<file path="src/hw/rtl/gfs_pkg.sv">
`default_nettype none
package gfs_pkg;

  localparam int POS_W   = 24;
  localparam int MASS_W  = 10;
  localparam int CMD_W   = 2;
  localparam int MIN_W   = 16;
  localparam int SUM_W   = 48;
  localparam int CNTO_W  = 7;
  localparam int D2_W    = 50;   // squared distance, 24 fraction bits
  localparam int DIST_W  = D2_W / 2;
  localparam int CUBE_W  = 3 * DIST_W;
  localparam int NUM_W   = 83;   // mass*|delta| shifted up by 48
  localparam int QUO_W   = 64;   // quotient keeps its low 64 bits
  localparam int FSHIFT  = 48;
  localparam int PSHIFT  = 36;

  localparam logic [CMD_W-1:0] CMD_CLEAR = 2'd0;
  localparam logic [CMD_W-1:0] CMD_ADD   = 2'd1;
  localparam logic [CMD_W-1:0] CMD_QUERY = 2'd2;

  localparam logic [MIN_W-1:0] MIN_DIST_RESET = 16'd1;

  localparam logic [SUM_W-1:0] SAT_HI = {1'b0, {(SUM_W-1){1'b1}}};
  localparam logic [SUM_W-1:0] SAT_LO = {1'b1, {(SUM_W-1){1'b0}}};

  typedef struct packed {
    logic [POS_W-1:0]  x;
    logic [POS_W-1:0]  y;
    logic [MASS_W-1:0] mass;
  } entry_t;

  typedef enum logic [3:0] {
    ST_IDLE,
    ST_ISSUE,
    ST_LOAD,
    ST_SQUARE_X,
    ST_SQUARE_Y,
    ST_SQRT_GO,
    ST_SQRT_WAIT,
    ST_CUBE_LO,
    ST_CUBE_SUM,
    ST_DIV_GO,
    ST_DIV_WAIT,
    ST_ACC,
    ST_NEXT,
    ST_DONE
  } state_t;

  // 64-bit wrapping add, then clamp to the 48-bit range
  function automatic logic [SUM_W-1:0] sat_acc(input logic [SUM_W-1:0] acc,
                                               input logic [QUO_W-1:0] term);
    logic [QUO_W-1:0] s;
    s = {{(QUO_W-SUM_W){acc[SUM_W-1]}}, acc} + term;
    if (s[QUO_W-1:SUM_W-1] == {(QUO_W-SUM_W+1){s[QUO_W-1]}}) begin
      return s[SUM_W-1:0];
    end else if (s[QUO_W-1]) begin
      return SAT_LO;
    end else begin
      return SAT_HI;
    end
  endfunction

endpackage
`default_nettype wire

</file>
<file path="src/hw/rtl/gfs_table.sv">
`default_nettype none
module gfs_table #(
  parameter int DEPTH = 64,
  parameter int AW    = 6
) (
  input  wire logic            clk,
  input  wire logic            we,
  input  wire logic [AW-1:0]   waddr,
  input  wire gfs_pkg::entry_t wdata,
  input  wire logic [AW-1:0]   raddr,
  output gfs_pkg::entry_t      rdata
);
  import gfs_pkg::*;

  entry_t mem [DEPTH];

  always_ff @(posedge clk) begin
    if (we) begin
      mem[waddr] <= wdata;
    end
  end

  always_ff @(posedge clk) begin
    rdata <= mem[raddr];
  end

endmodule
`default_nettype wire

</file>
<file path="config.mk">
export PLATFORM = sky130hd
export DESIGN_NAME = gfs_table
export DESIGN_NICKNAME = d
export VERILOG_FILES = /design/src/hw/rtl/gfs_pkg.sv /design/src/hw/rtl/gfs_table.sv
export SDC_FILE = /design/constraint.sdc
export NUM_CORES = 2
export LEC_CHECK = 0
export BUFFER_PORTS_ARGS = -buffer_cell sky130_fd_sc_hd__buf_4
export CORE_MARGIN = 2
export CORE_UTILIZATION = 24
export DETAILED_ROUTE_END_ITERATION = 10
export GPL_TIMING_DRIVEN = 0
export HOLD_SLACK_MARGIN = 0.05
export PLACE_DENSITY_LB_ADDON = 0.25
export SYNTH_ARGS = -nofsm -noshare
export SYNTH_HDL_FRONTEND = slang
export SYNTH_SLANG_ARGS = --single-unit
</file>
<file path="constraint.sdc">
create_clock -name clk -period 7.05 [get_ports clk]
set_input_delay 0 -clock clk [delete_from_list [all_inputs] [get_ports clk]]
set_output_delay 0 -clock clk [all_outputs]
set_load 0.01 [all_outputs]
</file>
Yosys cells after proc, flatten, opt, wreduce, memory -nomap -nowiden. Memories as Yosys holds them, arrays and structs flattened. A register that Yosys moved wholly into a read port is not among the register bits. Cells that the tools add are included. W data, S select, Z words.

RAM bits: 3712. Latch bits: 0. Output and inout port bits: 58. Bits in registers: 0. Input port bits: 72. Memories: 1. Memory bits (read-only): 0.

Memory list: mem (depth 64, bits a word 58, rd ports 1, clocked after Yosys merged registers in 1, wr ports 1, line gfs_table.sv:15) `entry_t mem [DEPTH];`.

Shift operators: 0. Add/sub/neg operators: 0. Muxes and demuxes: 2. Bitwise gates (word level): 0. Divide/modulo/power cells: 0. $lt $le $gt $ge: 0. $mul: 0. Equality and inequality tests: 0. Reduce and logical (&&, ||, !) cells: 0.

Operators by type and width (count): $mux W1 (2).

Logic depth before layout (Yosys ltp).
Depth after elaboration: 2. Depth in mapped cells: 9.

Worst setup path before layout. Ideal clock, no wire load.

Path type: in2reg. Start point: input waddr[3]. End point: memory mem[48][0] (netlist bit), enable pin. Path slack: 2.062 ns. Data arrival time: 4.443 ns. Stages: 4. Cell sequence: clkbuf_1 nor2b_1 nand4b_1 nor3_1.

RTL lines: start, declared (line gfs_table.sv:8) `input wire logic [AW-1:0] waddr,`; end, declared (line gfs_table.sv:15).

No word-level cell before the write port.

==> metrics.txt <==
failing checks=capacitance limit, slew limit; Cell Pwr Density=282 nW/um^2; Final Skew=69.0 ps; Num Clock Sinks=3770; GPL Wtd Cong=around 0.8; Synth area leaders=edfxtp_1 (79%), mux4_2 (14%), o22ai_1 (0.95%); Seq cells post-synth=between 3k and 4k; latest clock arrival within the worst-skew pair=1010 ps; largest net degree at the start of global routing=65; Worst EP arrival=5760 ps; final core utilization=0.291; worst-path cell chain=buf_2 -> buf_2 -> nor2_1 -> nand2_1 -> clkbuf_1 -> clkbuf_1 -> o22ai_1 -> nor4_1 -> o22a_1; number of nets still failing antenna checks after routing=0; layout cell share with drive strength beyond 1=0.300; CTS tree=built; crit path max fanout=10; DIE WIDTH=771 um; endpoints failing setup=0; hold_sp=raddr[3]; drt via density=4.77; drt total wl=approximately 500000 um; Synth Cell Area=141000 um^2; RR Startpoint=mem[15][56]$_DFFE_PP_; Slowest-stage cell, CP=nor4_1; initial antenna violation count=102; Peak supply drop=0.228 mV; RSZ-0062 raised after global routing=no; net count after synthesis=6070; achievable clock frequency=~200 MHz; CP Capture Type=register; DR WL/cell=around 33 um; Final Critical Period=4950 ps; critical path class=input port to register; Slew Limit Fails=23; Yosys Warn Count=0; Row Count=281; gr usage total=0.162; DIE AREA=595000 um^2; Die Y=771 um; placed cells=14.1k; hold crit path type=input port to register; relative slew slack=-0.0638; Post-synth ARST share=0; RR Endpoint=rdata[56]$_DFF_P_; vias in the first global route=71.1k; final non-filler cell total=15.0k; fillers=roughly 57k; I/O Buffers=121; top-count cell post-synth=edfxtp_1; status=finished with violations; synthesis-to-layout area growth=20.6%; via count=71.5k; data required time at the worst endpoint=just under 8000 ps; I/O pin count=130; CORE AREA=586000 um^2; Yosys top cell by area=edfxtp_1; total CTS buffers=between 300 and 400; total grt overflow=0; hold path depth=5; Post-Synthesis Cells=5998; clock tree root driver cell=clkbuf_16; DRT Pass-1 Iters=6; synth unique cells=38; CTS resizes=0; CTS H-tree lvls=5; share of Yosys cell area claimed by the top area cell type=0.789; r2r worst-path depth=4; first-pass GRT wire length=655000 um; commonest cells in the netlist=edfxtp_1 (3712), mux4_2 (890), o22ai_1 (215), clkbuf_1 (143), buf_2 (132); worst slew pin tran=around 1600 ps; max-cap violation count=3; final hold vios=0; initial core utilization=0.241; TNS Setup=0 ps; Remaining DRCs=0; period utilization=0.702; clk buf depth=4; # hold bufs at CTS=66; violation count after the first detailed-route iteration=9317; Avg Cell Area, Syn=between 20 and 25 um^2; CTS clk-pin slew, worst paths=60 ps; Startpoint Class=input port; R2R Setup Slk=4090 ps; number of flops mapped to enable cells by yosys=3712; top_reg_cell synth=edfxtp_1; static leakage=~0.052 uW; post-DP HPWL=334000 um; max incr delay on CP=1290 ps; NumNets Final=6894; Seq/Total Area, Yosys=0.797; Worst Hold Path EP=rdata[9]$_DFF_P_; Post-CTS Setup Bufs=0
cell usage in the layout (no fill, tap or decap), types with 25 or more instances in the layout:
master and n:
edfxtp_1 3712, mux4_2 890, clkbuf_16 395, clkbuf_1 219, o22ai_1 215, buf_4 188, buf_12 170, buf_2 132
mux2i_1 131, clkinv_1 83, a21oi_1 82, o221ai_1 79, clkinv_2 71, dlygate4sd3_1 66, nor2_4 62, dfxtp_1 58
diode_2 43, nor2_1 43, mux2_2 41, a221oi_1 39, o22a_1 38, nor4_2 37, a22oi_1 35, nand2_1 29
buf_16 28, bufinv_16 26, buf_6 25
cell families after synthesis:
group / share of synthesized area
flip-flops: 0.797
multiplexers: 0.154
AND/OR/NAND/NOR: 0.00968
buffers and inverters: 0.0116
AO/OA/AOI/OAI: 0.0271
registers in the layout, indices dropped and copies added (netlist names):
signal,count
mem,3712
rdata,58
worst max path at each step:
stage / cells past startpoint / endpoint / slack, ps / from
after floorplan: 4 / mem[48][0]$_DFFE_PP_ / 2060 / waddr[3]
after global placement: 4 / mem[49][0]$_DFFE_PP_ / -5310 / waddr[3]
after detailed placement: 9 / rdata[56]$_DFF_P_ / 1450 / raddr[2]
after CTS: 9 / rdata[56]$_DFF_P_ / 2490 / raddr[2]
after global routing: 9 / rdata[56]$_DFF_P_ / 2380 / raddr[2]
final: 9 / rdata[56]$_DFF_P_ / 2100 / raddr[2]
metrics by stage:
step	hold WS (ps)	power [uW]	setup slack (ps)	area [um^2]
6_report	127	48000	2100	170000
5_1_grt	120	49300	2380	170000
4_1_cts	74.0	48400	2490	170000
3_5_place_dp	392	28200	1450	157000
3_3_place_gp	395	28000	-5310	152000
2_1_floorplan	98.9	26500	2060	141000
power by group:
| group | internal [uW] | switching, uW |
|---|---|---|
| combinational | 893 | 1930 |
| sequential | 24800 | 50.3 |
| clock | 11400 | 8940 |
| total | 37100 | 10900 |
layout make-up:
type                       instances  area, um^2  share of cell area
buffer                           341        1650             0.00968
clock buffer                     488       10300              0.0607
multi-input combinational       1887       27700               0.163
clock inverter                   223        1970              0.0115
timing repair buffer             435        6220              0.0365
antenna                           43         108            0.000632
tap                             7782        9740              0.0572
sequential                      3770      113000               0.661
layer usage:
| metal | routed length, um | GRT usage | vias to the layer above |
|---|---|---|---|
| met5 | 159 | 0 | - |
| met4 | 13600 | 0.0402 | 28 |
| met3 | 40300 | 0.0318 | 675 |
| met2 | 237000 | 0.267 | 3316 |
| li1 | - | - | 27800 |
| met1 | 206000 | 0.220 | 39700 |
critical path: cells and delay by family:
kind / cells / cell delay, ps
AND/OR/NAND/NOR: 3 / 1750
AO/OA/AOI/OAI: 2 / 860
buffers and inverters: 4 / 3050
No activity file was read; power rests on OpenSTA's default activity.
