$ cat src/hw/rtl/gfs_pkg.sv
`default_nettype none
package gfs_pkg;

  localparam int POS_W   = 24;
  localparam int MASS_W  = 10;
  localparam int CMD_W   = 2;
  localparam int MIN_W   = 16;
  localparam int SUM_W   = 48;
  localparam int CNTO_W  = 7;
  localparam int D2_W    = 50;   // squared distance, 24 fraction bits
  localparam int DIST_W  = D2_W / 2;
  localparam int CUBE_W  = 3 * DIST_W;
  localparam int NUM_W   = 83;   // mass*|delta| shifted up by 48
  localparam int QUO_W   = 64;   // quotient keeps its low 64 bits
  localparam int FSHIFT  = 48;
  localparam int PSHIFT  = 36;

  localparam logic [CMD_W-1:0] CMD_CLEAR = 2'd0;
  localparam logic [CMD_W-1:0] CMD_ADD   = 2'd1;
  localparam logic [CMD_W-1:0] CMD_QUERY = 2'd2;

  localparam logic [MIN_W-1:0] MIN_DIST_RESET = 16'd1;

  localparam logic [SUM_W-1:0] SAT_HI = {1'b0, {(SUM_W-1){1'b1}}};
  localparam logic [SUM_W-1:0] SAT_LO = {1'b1, {(SUM_W-1){1'b0}}};

  typedef struct packed {
    logic [POS_W-1:0]  x;
    logic [POS_W-1:0]  y;
    logic [MASS_W-1:0] mass;
  } entry_t;

  typedef enum logic [3:0] {
    ST_IDLE,
    ST_ISSUE,
    ST_LOAD,
    ST_SQUARE_X,
    ST_SQUARE_Y,
    ST_SQRT_GO,
    ST_SQRT_WAIT,
    ST_CUBE_LO,
    ST_CUBE_SUM,
    ST_DIV_GO,
    ST_DIV_WAIT,
    ST_ACC,
    ST_NEXT,
    ST_DONE
  } state_t;

  // 64-bit wrapping add, then clamp to the 48-bit range
  function automatic logic [SUM_W-1:0] sat_acc(input logic [SUM_W-1:0] acc,
                                               input logic [QUO_W-1:0] term);
    logic [QUO_W-1:0] s;
    s = {{(QUO_W-SUM_W){acc[SUM_W-1]}}, acc} + term;
    if (s[QUO_W-1:SUM_W-1] == {(QUO_W-SUM_W+1){s[QUO_W-1]}}) begin
      return s[SUM_W-1:0];
    end else if (s[QUO_W-1]) begin
      return SAT_LO;
    end else begin
      return SAT_HI;
    end
  endfunction

endpackage
`default_nettype wire

$ cat src/hw/rtl/gfs_sqrt.sv
`default_nettype none
module gfs_sqrt #(
  parameter int W = 50
) (
  input  wire logic           clk,
  input  wire logic           rst,
  input  wire logic           start,
  input  wire logic [W-1:0]   radicand,
  output logic                done,
  output logic [W/2-1:0]      root_out
);
  import gfs_pkg::*;

  localparam int RW    = W / 2;
  localparam int CNT_W = $clog2(RW + 1);

  logic [W-1:0]     rem;
  logic [W-1:0]     root;
  logic [W-1:0]     bit_r;
  logic [CNT_W-1:0] cnt;
  logic             active;
  logic [W:0]       trial;
  logic             ge;

  assign trial    = {1'b0, root} + {1'b0, bit_r};
  assign ge       = {1'b0, rem} >= trial;
  assign root_out = root[RW-1:0];

  always_ff @(posedge clk) begin
    if (rst) begin
      active <= 1'b0;
      done   <= 1'b0;
    end else begin
      done <= 1'b0;
      if (start) begin
        active <= 1'b1;
        cnt    <= '0;
        rem    <= radicand;
        root   <= '0;
        bit_r  <= {2'b01, {(W-2){1'b0}}};
      end else if (active) begin
        if (ge) begin
          rem  <= rem - trial[W-1:0];
          root <= (root >> 1) + bit_r;
        end else begin
          root <= root >> 1;
        end
        bit_r <= bit_r >> 2;
        cnt   <= cnt + 1'b1;
        if (cnt == CNT_W'(RW - 1)) begin
          active <= 1'b0;
          done   <= 1'b1;
        end
      end
    end
  end

endmodule
`default_nettype wire

$ cat config.mk
export PLATFORM = sky130hd
export DESIGN_NAME = gfs_sqrt
export DESIGN_NICKNAME = d
export VERILOG_FILES = /design/src/hw/rtl/gfs_pkg.sv /design/src/hw/rtl/gfs_sqrt.sv
export SDC_FILE = /design/constraint.sdc
export NUM_CORES = 1
export LEC_CHECK = 0
export ABC_CLOCK_PERIOD_IN_PS = 16700
export BUFFER_PORTS_ARGS = -buffer_cell sky130_fd_sc_hd__buf_4
export CAP_MARGIN = 15
export CORE_MARGIN = 2
export CORE_UTILIZATION = 55
export DETAILED_ROUTE_END_ITERATION = 10
export PLACE_DENSITY = 0.73
export SETUP_SLACK_MARGIN = 0.5
export SYNTH_ARGS = -nofsm -noshare
export SYNTH_HDL_FRONTEND = slang
export SYNTH_SLANG_ARGS = --single-unit
$ cat constraint.sdc
create_clock -name clk -period 16.7 [get_ports clk]
set_input_delay 3.34 -clock clk [delete_from_list [all_inputs] [get_ports clk]]
set_output_delay 3.34 -clock clk [all_outputs]
set_load 0.02 [all_outputs]
* After elaboration in Yosys (flattened, before gate mapping)
Index checks and enable logic that the tools add are counted.
** Word-level totals
- Register bits after elaboration :: 132
- Input port bits :: 53
- Output and inout bits :: 26
** Cells by class
- $add $sub $neg :: 4
- Magnitude comparators :: 1
- Eq/ne operators :: 1
- Multiplexer cells :: 11
- Bitwise logic cells :: 2
- Reductions and logical operators :: 5
** Operators with widths (count)
- 50-bit 2-to-1 mux :: 5
- 50-bit by 49-bit adder with 51-bit output :: 1
- 50-bit by 51-bit >= comparator with 1-bit output :: 1
- 49-bit by 49-bit adder with 50-bit output :: 1
- 50-bit subtractor :: 1
- 49-bit 2-to-1 mux :: 1
- 5-bit by 1-bit adder with 5-bit output, second input constant :: 1
- 5-bit equality test, second input constant :: 1
- 5-bit 2-to-1 mux :: 1
- 1-bit 2-to-1 mux :: 4
- 2-bit nonzero test :: 2
- 3-bit AND reduction :: 1
- 3-bit OR reduction :: 1
- 1-bit NOT :: 2
- 2-bit AND reduction :: 1

* Longest topological paths before layout
- Depth after elaboration :: 5
- Gate-level depth with buffers :: 24
- Gate-level depth less buffers :: 21

* Worst setup path before layout
OpenSTA, ideal clock, no wires.
- Kind :: input to register
- From :: input port start
- To :: register rem[0] (enable)
- Library setup time :: 411 ps
- Data arrival time :: 8775 ps
- Required time :: 16289 ps
- Slack :: 7514 ps
- Stages :: 5
- Buffers on the path :: 2
- Path through :: clkbuf_1 > clkbuf_1 > nor2_1 > nor2_1 > o21a_1
** Between the ends
- Longest elaborated chain between the ends :: 2
** RTL lines
- start, declared :: line gfs_sqrt.sv:7 : input wire logic start,
- 2-bit nonzero test (no line)
- 3-bit AND reduction (no line) (*)
- end signal, assigned :: line gfs_sqrt.sv:38 : rem <= radicand;
- end signal, assigned :: line gfs_sqrt.sv:43 : rem <= rem - trial[W-1:0];
- end, declared :: line gfs_sqrt.sv:17 : logic [W-1:0] rem;
Mark *: on every way between the ends. The rest lies on a longest branch, timed or not.
A chain may end at the register's enable or synchronous reset.

* Final worst setup path
- From :: register root[2]
- To :: register root[17], data pin
** Between the ends
- Longest elaborated chain between the ends :: 4
** RTL lines
- start, declared :: line gfs_sqrt.sv:18 : logic [W-1:0] root;
- start signal, assigned :: line gfs_sqrt.sv:44 : root <= (root >> 1) + bit_r;
- start signal, assigned :: line gfs_sqrt.sv:46 : root <= root >> 1;
- 50-bit by 49-bit adder with 51-bit output :: line gfs_sqrt.sv:25 : assign trial = {1'b0, root} + {1'b0, bit_r};
- 50-bit by 51-bit >= comparator with 1-bit output :: line gfs_sqrt.sv:26 : assign ge = {1'b0, rem} >= trial;
- 50-bit 2-to-1 mux (*) :: line gfs_sqrt.sv:42 : if (ge) begin
- 50-bit 2-to-1 mux (*) :: line gfs_sqrt.sv:41 : end else if (active) begin
Mark *: on every way between the ends. The rest lies on a longest branch, timed or not. The select of a mux whose other input is x is not followed.

==> impl_results.md <==
- Status: complete, no violations
- Setup Crit Path Kind: reg2reg
- Final period utilization: 41.5%
- TritonCTS Buffers: 17
- Asr flop ratio synth: 0%
- Starting Density: 55.7%
- Port Buf Inserts: 78
- Worst Path Arrival: 7.12 ns
- Register area share after synthesis: 32.6%
- Reg clk slew, reported paths: 0.07 ns
- Flops & latches, synth: 132
- Syn nets: 1,539
- Clock Latency Late Sink: 0.44 ns
- Worst Skew: 0.0122 ns
- Tot GR Track Use: 26.6%
- Cells after DPL: 1,669
- Vias in the first global route: 9,754
- Place WS: 9.81 ns
- Leak: 0.00517 uW
- Core Region: 21,700 um^2
- Layout Cells excl Fill: 1,701
- Final hold vios: 0
- First-pass GRT wire length: 50,200 um
- Synth area leaders: edfxtp_1 32%, ha_1 11%, nand2_1 4.9%, xor2_1 4.8%, o21ai_0 4.6%
- Worst-Margin Slew: 0.974 ns
- DRC: 0
- Die footprint: 23,200 um^2
- Synth top cells by count: 158 x nand2_1, 130 x edfxtp_1, 116 x nor2_1
- Rows: 54
- Crit. End Element: flop
- Sink Count: 132
- Crit. Startpoint: root[2]
- R2R depth: 21
- Remaining antenna violation count after routing: 0
- Routed len/inst: 18.3 um
- Main synth FF type: edfxtp_1
- Root Buffer: clkbuf_16
- Total congestion overflow: 0
- Setup Viol. Count Final: 0
- Fraction of layout cells with a size suffix above 1: 11.5%
- Via Count: 10,500
- Dpl hpwl: 23,100 um
- Setup TNS: 0 ns
- Crit Path Max Fanout: 48
- Setup Buffers After CTS: 0
- Peak supply drop: 47.9 uV
- Worst EP required: 16.89 ns
- IO Pins: 79
- Minimum clock period: 6.93 ns
- Gpl congestion: 0.918
- # hold bufs at CTS: 0
- Number of antenna violations at the first check in global routing: 0
- Hold Crit Start: active
- DR iter-0 viols: 807
- CTS Buffer Depth: 2
- Final Worst Setup Slack: 9.77 ns
- Startpoint Class: flop
- Most common cell in the netlist: nand2_1
- Worst R2R Start: root[2]
- EDFF count, synth: 130
- # resized after CTS: 0
- H-tree Lvls: 4
- Die Width: 152 um
- Nets: 1,566
- Layout area overhead: 9.73%
- CTS tree: built
- Largest net degree at the start of global routing: 104
- RSZ-0062 raised after global routing: no
- Ys Warns: 0
- HP Class: reg2reg
- Hold path depth: 1
- Max cap viols: 0
- Post-synth top area cell: edfxtp_1
- Yosys top cell area share: 32.3%
- Fmax: 0.144 GHz
- Die height: 152 um
- Max_slew headroom: 35.1%
- Syn avg cell area: 8.75 um^2
- FILL cells: 1,889
- Post-Route WL: 31,100 um
- Mapped cell area: 12,100 um^2
- Synth unique cells: 70
- Antenna cells: 0
- PwrDens: 117 nW/um^2
- Slew Viols, Final: 0
- First drt pass iteration count: 5
- Routed vias/inst: 6.15
- Cells after synthesis: 1,381
## cell usage in the layout (no fill, tap or decap), types with 18 or more instances in the layout
| master | count |
|---|---|
| nor2_1 | 115 |
| a31oi_1 | 48 |
| xnor2_1 | 50 |
| o21ai_0 | 112 |
| nor2b_1 | 51 |
| a211oi_1 | 19 |
| nand2_1 | 158 |
| xor2_1 | 66 |
| inv_1 | 34 |
| nand4_1 | 38 |
| ha_1 | 104 |
| o21bai_1 | 18 |
| a21oi_1 | 96 |
| a21o_1 | 44 |
| nand3_1 | 32 |
| buf_4 | 82 |
| edfxtp_1 | 130 |
## metal layers
layer	track usage (%)	wire [um]	vias up
li1	-	-	5159
met1	39.9	15100	4908
met2	40.2	13200	346
met3	4.04	2260	43
met4	6.94	535	0
met5	0	0	-
## cell type report
class                           count  area (um^2)  share of cell area (%)
Inverter                           34          128                   0.962
Clock inverter                     15          194                    1.46
Sequential cell                   132         3940                    29.7
Multi-Input combinational cell   1140         7590                    57.3
Clock buffer                       17          425                    3.21
Timing Repair Buffer               83          627                    4.73
Tap cell                          280          350                    2.64
## per-stage QoR
stage               hold slack [ns]  cell area [um^2]  util (%)  total power, uW
floorplan                     0.453             12100         -              990
global placement              0.466             12600      58.3             1120
detailed placement            0.461             12600      58.3             1130
CTS                           0.471             13300      61.1             1540
global route                  0.497             13300      61.1             1640
finish                        0.469             13300      61.1             1550
## sequential cells by signal (all words and copies together), names as in the netlist
register	cells
rem	50
root	50
bit_r	25
cnt	5
active	1
done	1
## worst paths after layout
| path | to | slack, ns |
|---|---|---|
| worst max-delay path | root[17] | 9.77 |
| worst min-delay path | done | 0.47 |
| worst max register to register | root[17] | 9.77 |
| worst min register to register | done | 0.47 |
## worst max-delay path: stages, from the launching register on
cell and delay [ns]:
edfxtp_1 0.48, ha_1 0.38, a31o_2 0.18, a31oi_1 0.12, o21bai_1 0.38, a21oi_1 0.18, o21ai_1 0.40, a31oi_1 0.20
o31ai_1 0.46, a31oi_1 0.16, xor2_1 0.17, ha_1 0.41, nand4_1 0.17, nor4_2 0.28, nand4_1 0.11, o32a_1 0.35
o311ai_1 0.09, a21oi_1 0.17, a21oi_4 0.76, buf_4 0.59, a21boi_0 0.25, mux2_2 0.35
## power by group
part	internal (uW)	total [uW]	switching (uW)
clock network	239	408	169
registers	422	461	38.9
logic	268	678	411
## cells by family after synthesis
group           after synthesis  synth area share [%]
buf+inv                     109                  4.61
flops                       132                  32.6
mux                          21                  1.87
xor+xnor                    116                  8.41
fa+ha+maj                   105                  10.9
simple gates                463                  18.2
compound gates              435                  23.4
(Power assumes the default switching activity.)
