===== src/hw/rtl/gfs_pkg.sv =====
`default_nettype none
package gfs_pkg;

  localparam int POS_W   = 24;
  localparam int MASS_W  = 10;
  localparam int CMD_W   = 2;
  localparam int MIN_W   = 16;
  localparam int SUM_W   = 48;
  localparam int CNTO_W  = 7;
  localparam int D2_W    = 50;   // squared distance, 24 fraction bits
  localparam int DIST_W  = D2_W / 2;
  localparam int CUBE_W  = 3 * DIST_W;
  localparam int NUM_W   = 83;   // mass*|delta| shifted up by 48
  localparam int QUO_W   = 64;   // quotient keeps its low 64 bits
  localparam int FSHIFT  = 48;
  localparam int PSHIFT  = 36;

  localparam logic [CMD_W-1:0] CMD_CLEAR = 2'd0;
  localparam logic [CMD_W-1:0] CMD_ADD   = 2'd1;
  localparam logic [CMD_W-1:0] CMD_QUERY = 2'd2;

  localparam logic [MIN_W-1:0] MIN_DIST_RESET = 16'd1;

  localparam logic [SUM_W-1:0] SAT_HI = {1'b0, {(SUM_W-1){1'b1}}};
  localparam logic [SUM_W-1:0] SAT_LO = {1'b1, {(SUM_W-1){1'b0}}};

  typedef struct packed {
    logic [POS_W-1:0]  x;
    logic [POS_W-1:0]  y;
    logic [MASS_W-1:0] mass;
  } entry_t;

  typedef enum logic [3:0] {
    ST_IDLE,
    ST_ISSUE,
    ST_LOAD,
    ST_SQUARE_X,
    ST_SQUARE_Y,
    ST_SQRT_GO,
    ST_SQRT_WAIT,
    ST_CUBE_LO,
    ST_CUBE_SUM,
    ST_DIV_GO,
    ST_DIV_WAIT,
    ST_ACC,
    ST_NEXT,
    ST_DONE
  } state_t;

  // 64-bit wrapping add, then clamp to the 48-bit range
  function automatic logic [SUM_W-1:0] sat_acc(input logic [SUM_W-1:0] acc,
                                               input logic [QUO_W-1:0] term);
    logic [QUO_W-1:0] s;
    s = {{(QUO_W-SUM_W){acc[SUM_W-1]}}, acc} + term;
    if (s[QUO_W-1:SUM_W-1] == {(QUO_W-SUM_W+1){s[QUO_W-1]}}) begin
      return s[SUM_W-1:0];
    end else if (s[QUO_W-1]) begin
      return SAT_LO;
    end else begin
      return SAT_HI;
    end
  endfunction

endpackage
`default_nettype wire


===== src/hw/rtl/gfs_div.sv =====
`default_nettype none
module gfs_div #(
  parameter int NUM_W = 83,
  parameter int DEN_W = 75,
  parameter int QUO_W = 64
) (
  input  wire logic             clk,
  input  wire logic             rst,
  input  wire logic             start,
  input  wire logic [NUM_W-1:0] num,
  input  wire logic [DEN_W-1:0] den,
  output logic                  done,
  output logic [QUO_W-1:0]      quo
);
  import gfs_pkg::*;

  localparam int CNT_W = $clog2(NUM_W + 1);

  logic [NUM_W-1:0] n;
  logic [DEN_W-1:0] d;
  logic [DEN_W-1:0] r;
  logic [CNT_W-1:0] cnt;
  logic             active;
  logic [DEN_W:0]   sh;
  logic [DEN_W:0]   diff;
  logic             ge;

  // restoring division, one quotient bit per cycle
  assign sh   = {r, n[NUM_W-1]};
  assign ge   = sh >= {1'b0, d};
  assign diff = sh - {1'b0, d};

  always_ff @(posedge clk) begin
    if (rst) begin
      active <= 1'b0;
      done   <= 1'b0;
    end else begin
      done <= 1'b0;
      if (start) begin
        active <= 1'b1;
        cnt    <= '0;
        n      <= num;
        d      <= den;
        r      <= '0;
        quo    <= '0;
      end else if (active) begin
        n   <= n << 1;
        r   <= ge ? diff[DEN_W-1:0] : sh[DEN_W-1:0];
        quo <= {quo[QUO_W-2:0], ge};
        cnt <= cnt + 1'b1;
        if (cnt == CNT_W'(NUM_W - 1)) begin
          active <= 1'b0;
          done   <= 1'b1;
        end
      end
    end
  end

endmodule
`default_nettype wire


===== config.mk =====
export PLATFORM = sky130hd
export DESIGN_NAME = gfs_div
export DESIGN_NICKNAME = d
export VERILOG_FILES = /design/src/hw/rtl/gfs_pkg.sv /design/src/hw/rtl/gfs_div.sv
export SDC_FILE = /design/constraint.sdc
export NUM_CORES = 1
export LEC_CHECK = 0
export BUFFER_PORTS_ARGS = -buffer_cell sky130_fd_sc_hd__buf_2
export CAP_MARGIN = 20
export CORE_MARGIN = 5
export CORE_UTILIZATION = 55
export CTS_CLUSTER_DIAMETER = 50
export DETAILED_ROUTE_END_ITERATION = 12
export GPL_ROUTABILITY_DRIVEN = 1
export PLACE_DENSITY_LB_ADDON = 0.3
export SYNTH_ARGS = -nofsm -noshare
export SYNTH_HDL_FRONTEND = slang
export SYNTH_SLANG_ARGS = --single-unit

===== constraint.sdc =====
create_clock -name clk -period 24.2 [get_ports clk]
set_input_delay 2.42 -clock clk [delete_from_list [all_inputs] [get_ports clk]]
set_output_delay 2.42 -clock clk [all_outputs]
set_load 0.05 [all_outputs]

# ---- Word level (Yosys, flattened, before mapping)
# Cells that the tools add are included.
dict set report totals {
  regBits 306
  in_bits 161
  elab_cells 27
}
dict set report classes {
  n_addsub 2
  order_cmp 1
  eq_ne 1
  n_mux 10
  n_bitwise 2
  n_reduce_logical 4
}
# op n
set ops {}
lappend ops {{83-bit 2-to-1 mux} 2}
lappend ops {{75-bit 2-to-1 mux} 2}
lappend ops {{76-bit by 75-bit greater-or-equal comparator with 1-bit output} 1}
lappend ops {{75-bit subtractor} 1}
lappend ops {{64-bit 2-to-1 mux} 1}
lappend ops {{7-bit by 1-bit adder with 7-bit output, second input constant} 1}
lappend ops {{7-bit equality test, second input constant} 1}
lappend ops {{7-bit 2-to-1 mux} 1}
lappend ops {{1-bit 2-to-1 mux} 4}
lappend ops {{2-bit AND reduction} 2}
lappend ops {{3-bit OR reduction} 1}
lappend ops {{1-bit NOT} 2}
lappend ops {{2-bit nonzero test} 1}

# ---- Logic depth before layout (Yosys ltp)
# Gate-level depths: netlist (run 1).
dict set report depth {
  ltp_word 4
  mapped_depth 15
  mapped_depth_nobuf 13
}

# ---- Worst setup path before layout (run 1)
# Ideal clock, no wire load.
dict set report synth_path {
  path_type {in2reg}
  startpoint {input start}
  endpoint {register cnt[0] (enable)}
  arrival_time_ns 12.479
  path_slack_ns 10.898
  cell_stages 4
  path_buffers 2
  cell_sequence {clkbuf_1 -> clkbuf_1 -> nor2_1 -> nor2_1}
}
dict set report synth_via {
  elab_chain_cells 2
}
# item line_no
set synth_lines {}
lappend synth_lines {{from (decl)} gfs_div.sv:9} ;# input wire logic start,
lappend synth_lines {{2-bit nonzero test (no line)} --}
lappend synth_lines {{2-bit AND reduction (no line)} --}
lappend synth_lines {{to (signal assigned)} gfs_div.sv:50} ;# cnt <= cnt + 1'b1;
lappend synth_lines {{to (decl)} gfs_div.sv:22} ;# logic [CNT_W-1:0] cnt;
# Every way passes these cells.
# A chain may end at the register's enable or synchronous reset.

# ---- Final worst setup path (run 1)
dict set report layout_path {
  startpoint {input start}
  endpoint {register r[20] (enable)}
}
dict set report layout_via {
  elab_chain_cells 2
}
# item line_no
set layout_lines {}
lappend layout_lines {{2-bit nonzero test (no line)} --}
lappend layout_lines {{2-bit AND reduction (no line)} --}
lappend layout_lines {{to (signal assigned)} gfs_div.sv:48} ;# r <= ge ? diff[DEN_W-1:0] : sh[DEN_W-1:0];
lappend layout_lines {{to (decl)} gfs_div.sv:21} ;# logic [DEN_W-1:0] r;
# Every way passes these cells.

==> impl_results.md, run 1 <==
- Iteration count of the initial detailed-routing pass: 5
- Largest fanout on the critical path: 86
- Via density: 5.72
- Worst-path cell chain: buf_6 > buf_4 > nor2_1 > nor2_4 > buf_4 > buf_4
- Core region area: 0.0304 mm²
- HPWL Detailed: 27100 µm
- First-pass GRT wire length: 61900 µm
- WL per Instance: 18.2 µm
- Number of synthesized flops with an enable pin: 304
- Congestion Overflow GR: 0
- Design Power: 1.58 mW
- Max-Cap Viols: 0
- Slew @ Worst Pin: 1.01 ns
- Initial antenna violation count: 7
- Final net count: 1930
- Post-CTS Resized: 0
- Htree depth: 2
- Clk_lat worst skew: 0.52 ns
- Clk_skew: 0.0111 ns
- Pwr dens: 81.4 mW/mm²
- Root Buffer: clkbuf_16
- Gpl congestion: 0.923
- Largest net degree at the start of global routing: 93
- Syn Nets: 1737
- Die height: 185 µm
- Die Wd: 185 µm
- FP Rows: 64
- Setup Fix Bufs, Post-CTS: 0
- Post-synthesis async set-or-reset flop share: 0%
- Worst-path cell with the longest stage delay: buf_4
- HP Class: flop to flop
- DRC viols: 0
- Die ar.: 0.0342 mm²
- Final wirelength: 38400 µm
- Via count: 12119
- Final Cycle Share: 22.5%
- Setup tns final: 0 ns
- Num ports: 226
- Critical Path RT: 24.34 ns
- RSZ-0062 raised after global routing: no
- Area growth, synth to finish: 14.9%
- Initial Util: 55.4%
- I/O Buffers: 225
- Final Max Tran Viols: 0
- Post-route ant nets: 0
- First DRT Iteration DRCs: 830
- Num CTS Buffers: 38
- Final Critical Period: 5.44 ns
- Status: finished clean
- Post-Layout Cell Count: 2117
- Max Root-Sink Buffers: 3
- Critical path endpoint category: flop
- # setup viols final: 0
- Count of final hold-check violations: 0
- Worst VDD drop: 0.0552 mV
- Area of the mapped netlist: 0.0169 mm²
- CP peak stage delay: 0.86 ns
- Sequential element share of the synthesized area: 54.4%
- Mapped Cells: 1498
- Worst Path Buf+Inv: 4
- Rel. slew slack: 32.6%
- Cell variety after synth: 76
- CP Launch Type: input pin
- Critical path's top delay family: buffers and inverters
- Setup CP Type: input pin to flop
- CTS tree: yes
- Sink Count: 306
- Top_reg_cell synth: edfxtp_1
- Leak: 7.79 nW
- Post-CTS Hold Buffers: 0
- Worst path arrival time: 5.58 ns
- Crit path top cell by count: buf_4
- YS warnings: 0
- Placed insts: 2047
- Clock-pin transition on the worst setup and hold timing paths: 0.06 ns
- Number of global-route vias before repair: 12045
- Fmax: 0.184 GHz
- Synth Register Bits: 306
- Share of layout cells above drive strength 1: 23.1%
- Syn avg cell area: 11.2 µm²
- GRT Total Usage: 22.2%
-- routing by layer --
layer / global-route usage, % / vias up / part of all wire, %
li1: - / 5874 / -
met1: 29.4 / 5747 / 42
met2: 36.2 / 419 / 47
met3: 6.97 / 67 / 8.9
met4: 5.26 / 12 / 1.9
met5: 0 / - / 0.16
-- cell usage in the layout, fill, tap and decap left out, types with 17 or more instances in the layout --
cell type / instances
edfxtp_1: 304
mux2_2: 82
o21bai_1: 19
inv_1: 98
ha_1: 77
o21ai_0: 58
nand2_1: 148
xor2_1: 26
clkbuf_16: 38
nor2_1: 90
a211oi_1: 27
xnor2_1: 39
nand3_1: 23
nand4_1: 31
buf_2: 224
nor2b_1: 71
a21o_1: 36
a21oi_1: 136
nor3_1: 17
-- kinds of logic after synthesis --
logic type / share of synthesized area, %
AO/OA/AOI/OAI: 12.9
XOR/XNOR: 3.38
buffers and inverters: 5.12
adder cells (fa/ha/maj): 5.84
flip-flops: 54.4
multiplexers: 5.60
AND/OR/NAND/NOR: 12.7
-- registers in the layout, indices dropped and copies added (netlist names) --
name / cells
done: 1
active: 1
cnt: 7
d: 75
n: 83
r: 75
quo: 64
-- through the flow --
| stage | hold WS (ns) | utilization [%] | cell area [µm²] | worst slack (ns) |
|---|---|---|---|---|
| after detailed placement | 0.486 | 59.4 | 18100 | 18.20 |
| final | 0.497 | 63.7 | 19400 | 18.76 |
| after floorplan | 0.460 | - | 16900 | 10.90 |
| after global placement | 0.499 | 59.4 | 18100 | 18.27 |
| after CTS | 0.497 | 63.6 | 19400 | 18.76 |
| after global routing | 0.515 | 63.6 | 19400 | 18.52 |
-- layout make-up --
type	count	area (µm²)
antenna	3	7.51
clock buffer	45	977
clock inverter	22	304
fill	2434	11100
inverter	98	368
multi-input combinational	1013	6850
sequential	306	9170
tap	396	495
timing repair buffer	234	1200
-- report_power, final --
| group | internal (mW) | switching [mW] | total [mW] |
|---|---|---|---|
| combinational | 0.129 | 0.215 | 0.344 |
| clock | 0.357 | 0.221 | 0.577 |
| sequential | 0.637 | 0.0181 | 0.655 |
-- Yosys cell counts (23+ instances only) --
master / count / area (µm²)
a211oi_1: 27 / 203
a21o_1: 36 / 270
a21oi_1: 136 / 681
clkbuf_1: 45 / 169
edfxtp_1: 304 / 9130
ha_1: 77 / 963
inv_1: 98 / 368
mux2_2: 82 / 923
nand2_1: 148 / 556
nand3_1: 23 / 115
nand4_1: 31 / 194
nor2_1: 92 / 345
nor2b_1: 71 / 444
o21ai_0: 58 / 290
xnor2_1: 39 / 342
xor2_1: 26 / 228
-- worst reg2reg max path, delay by kind of cell (launching register included) --
family | cells | cell delay (ns)
adder cells (fa/ha/maj) | 1 | 0.38
flip-flops | 1 | 0.39
AND/OR/NAND/NOR | 2 | 0.71
buffers and inverters | 1 | 0.62
AO/OA/AOI/OAI | 8 | 2.15
-- path summary, 6_finish.rpt --
check | startpoint | end | slack [ns] | depth (start not counted)
worst max-delay path | start | r[20] | 18.76 | 6
worst min-delay path | active | done | 0.50 | 1
worst max register to register | r[16] | r[63] | 19.69 | 12
worst min register to register | active | done | 0.50 | 1
Note: power is estimated with default switching activity, not from simulation.
==> run 2: changes to the inputs <==
- ABC_AREA: default -> 1
- CORE_UTILIZATION: 55 -> 54
- clock period: 24.2 -> 4.8 ns (I/O delays scaled with it)
==> run 2 against run 1 <==
Net effect:
- via count increased by 39%
- power increased to 5.2 times the previous value
- hold slack got worse by 0.40 ns
- critical endpoint is now r[49]
==> impl_results.md, run 2 <==
- Via count: 16854 (was 12119)
- Leak: 11.8 nW (was 7.79 nW)
- Rel. slew slack: 32.4% (was 32.6%)
- Syn Nets: 2883 (was 1737)
- Area of the mapped netlist: 0.0196 mm² (was 0.0169 mm²)
- Congestion Overflow GR: 0 (unchanged)
- Critical path endpoint category: flop (unchanged)
- Num CTS Buffers: 39 (was 38)
- Number of global-route vias before repair: 16778 (was 12045)
- Slew @ Worst Pin: 1.01 ns (about the same)
- Core region area: 0.0357 mm² (was 0.0304 mm²)
- Clock-pin transition on the worst setup and hold timing paths: 0.05 ns (was 0.06 ns)
- Count of final hold-check violations: 0 (unchanged)
- Area growth, synth to finish: 14.2% (was 14.9%)
- Initial Util: 55.0% (was 55.4%)
- YS warnings: 0 (unchanged)
- Final Critical Period: 3.47 ns
- Sw Pwr: 2.78 mW (was 0.454 mW)
- Max Root-Sink Buffers: 3 (unchanged)
- First DRT Iteration DRCs: 1411 (was 830)
- XOR/XNOR share of the synthesized area: 1.88% (was 3.38%)
- Clk_lat worst skew: 0.56 ns (was 0.52 ns)
- DRC viols: 0 (unchanged)
- Filler instances: 3253 (was 2434)
- WL per Instance: 16.1 µm (was 18.2 µm)
- Largest net degree at the start of global routing: 160 (was 93)
- Top-count cell post-synth: nand2_1 (was edfxtp_1)
- Clock power frac: 33.4% (was 36.6%)
- Num ports: 226 (unchanged)
- Number of synthesized flops with an enable pin: 304 (unchanged)
- Main combinational cell family by area after synthesis: simple AND/OR/NAND/NOR gates (was compound AO/OA/AOI/OAI gates)
- Worst path arrival time: 3.77 ns (was 5.58 ns)
- Worst Path Buf+Inv: 2 (was 4)
- HPWL Detailed: 42000 µm (was 27100 µm)
- Via density: 5.01 (was 5.72)
- Worst-path cell chain: ha_1 > nand2_1 > nor2_2 > inv_2 > nor2_2 > nand2_1 > nor2_2 > nand3_1 > nand4_4 > buf_4 > nand2_1 > nand2_1 > nor2_1 (was buf_6 > buf_4 > nor2_1 > nor2_4 > buf_4 > buf_4)
- Htree depth: 2 (unchanged)
- Gpl congestion: 0.983 (was 0.923)
- FP Rows: 69 (was 64)
- Top_reg_cell synth: edfxtp_1 (unchanged)
- Setup ws final: 1.33 ns (was 18.76 ns)
- Share of power burned in registers: 40.2% (was 41.6%)
- Fmax: 0.288 GHz
- Net Sw Frac: 33.8% (was 28.8%)
- R2R cell count: 13 (was 12)
- Critical path depth: 13 (was 6)
- Min-Delay Path Depth: 1 (unchanged)
- Status: finished clean (unchanged)
- Clk_skew: 0.0132 ns (was 0.0111 ns)
- Share of layout cells above drive strength 1: 12.6% (was 23.1%)
- Setup Fix Bufs, Post-CTS: 0 (unchanged)
- # setup viols final: 0 (unchanged)
- CP peak stage delay: 0.49 ns (was 0.86 ns)
- Comb power frac: 26.4% (was 21.8%)
- Post-route ant nets: 0 (unchanged)
- Area leader, netlist: edfxtp_1 (unchanged)
- Post-CTS Resized: 0 (unchanged)
- Root Buffer: clkbuf_16 (unchanged)
- Simple-Gate Fraction of Synth Area: 30.2% (was 12.7%)
- RSZ-0062 raised after global routing: no (unchanged)
- Synth Register Bits: 306 (unchanged)
- Die height: 200 µm (was 185 µm)
- Setup CP Type: flop to flop (was input pin to flop)
- Pwr dens: 368 mW/mm² (was 81.4 mW/mm²)
- Fin Hold WS: 0.0938 ns (was 0.497 ns)
- Critical Path RT: 5.11 ns (was 24.34 ns)
- Top cells by area, synth: edfxtp_1, nand2_1, inv_1 (was edfxtp_1, ha_1, mux2_2)
- Cell variety after synth: 32 (was 76)
- Final Max Tran Viols: 0 (unchanged)
- Iteration count of the initial detailed-routing pass: 6 (was 5)
- Final Cycle Share: 72.3%
- Final net count: 3110 (was 1930)
- Max-Cap Viols: 0 (unchanged)
- Sink Count: 306 (unchanged)
- Post-synthesis compound-gate area fraction: 4.56% (was 12.9%)
- Worst-path cell with the longest stage delay: buf_4 (unchanged)
- Setup tns final: 0 ns (unchanged)
- Internal Power: 5.45 mW (was 1.12 mW)
- First-pass GRT wire length: 86800 µm (was 61900 µm)
- Largest fanout on the critical path: 34 (was 86)
- Place WS: 1.33 ns (was 18.20 ns)
- Commonest non-fill, non-tap cell in the layout: nand2_1 (was edfxtp_1)
- Worst VDD drop: 0.407 mV (was 0.0552 mV)
- Die ar.: 0.0402 mm² (was 0.0342 mm²)
- CTS tree: yes (unchanged)
- Reg with most FFs: n (unchanged)
- Area fraction of the dominant cell type after synthesis: 46.6% (was 54.2%)
- HP Class: input pin to flop (was flop to flop)
- Mux share of post-synthesis cell area: 0% (was 5.60%)
- Biggest regs: n (83), d (75), r (75) (unchanged)
- GRT Total Usage: 26.7% (was 22.2%)
- Crit path top cell by count: nand2_1 (was buf_4)
- CP Launch Type: flop (was input pin)
- Post-CTS Hold Buffers: 0 (unchanged)
- Most frequent cells in the layout: nand2_1, inv_1, nor2_1 (was edfxtp_1, buf_2, nand2_1)
- Syn avg cell area: 7.41 µm² (was 11.2 µm²)
- I/O Buffers: 225 (unchanged)
- Initial antenna violation count: 6 (was 7)
- Die Wd: 200 µm (was 185 µm)
- Post-synthesis adder-cell area fraction: 5.02% (was 5.84%)
- Final wirelength: 54300 µm (was 38400 µm)
- Sequential element share of the synthesized area: 46.8% (was 54.4%)
- Mapped Cells: 2644 (was 1498)
- Max reg flops: 83 (unchanged)
- Post-synthesis async set-or-reset flop share: 0% (unchanged)
- Commonest cells post-synth: nand2_1, inv_1, nor2_1 (was edfxtp_1, nand2_1, a21oi_1)
- Critical path's top delay family: simple AND/OR/NAND/NOR gates (was buffers and inverters)
[run 2: kinds of logic (layout without fill, tap and decap cells)]
group,Yosys count,in the layout
compound gates,135,135
xor+xnor,42,42
fa+ha+maj,78,78
buf+inv,590,845
flops,306,306
other cells,0,1
simple gates,1493,1493
[run 2: through the flow]
stage          power, mW  instance area (µm²)  utilization (%)  std cells
5_1_grt             8.69                22400             62.8       3360
6_report            8.23                22400             62.8       3361
3_5_place_dp        5.50                21200             59.4       3291
3_3_place_gp        5.46                21200             59.4       3291
4_1_cts             8.28                22400             62.8       3360
2_1_floorplan       4.91                19600                -       2644
[run 2: final timing paths]
| kind | start | end | slack [ns] |
|---|---|---|---|
| min reg2reg | active | done | 0.51 |
| min | den[53] | d[53] | 0.09 |
| max reg2reg | r[47] | r[49] | 1.33 |
| max | r[47] | r[49] | 1.33 |
[run 2: final cells by class]
class,count,area (µm²),share of cell area (%)
inverters,540,2030,9.06
clock inverters,25,210,0.939
multi-input cells,1748,8170,36.5
repair buffers,236,1220,5.47
well taps,461,577,2.58
clock buffers,44,995,4.45
flip-flops and latches,306,9170,41.0
diodes,1,2.50,0.0112
[run 2: routing by layer]
layer | share of wire, % | track usage, % | vias to the layer above
li1 | - | - | 8528
met1 | 44 | 37.0 | 7645
met2 | 45 | 42.4 | 576
met3 | 8.0 | 5.49 | 95
met4 | 2.9 | 8.60 | 10
met5 | 0.094 | 0 | -
[run 2: power groups by stage]
| stage | logic [mW] | clock network (mW) | registers, mW |
|---|---|---|---|
| 3_3_place_gp | 2.11 | 0 | 3.35 |
| 4_1_cts | 2.16 | 2.81 | 3.31 |
| 5_1_grt | 2.44 | 2.92 | 3.33 |
| 3_5_place_dp | 2.14 | 0 | 3.36 |
| 6_report | 2.18 | 2.75 | 3.31 |
| 2_1_floorplan | 1.45 | 0 | 3.46 |
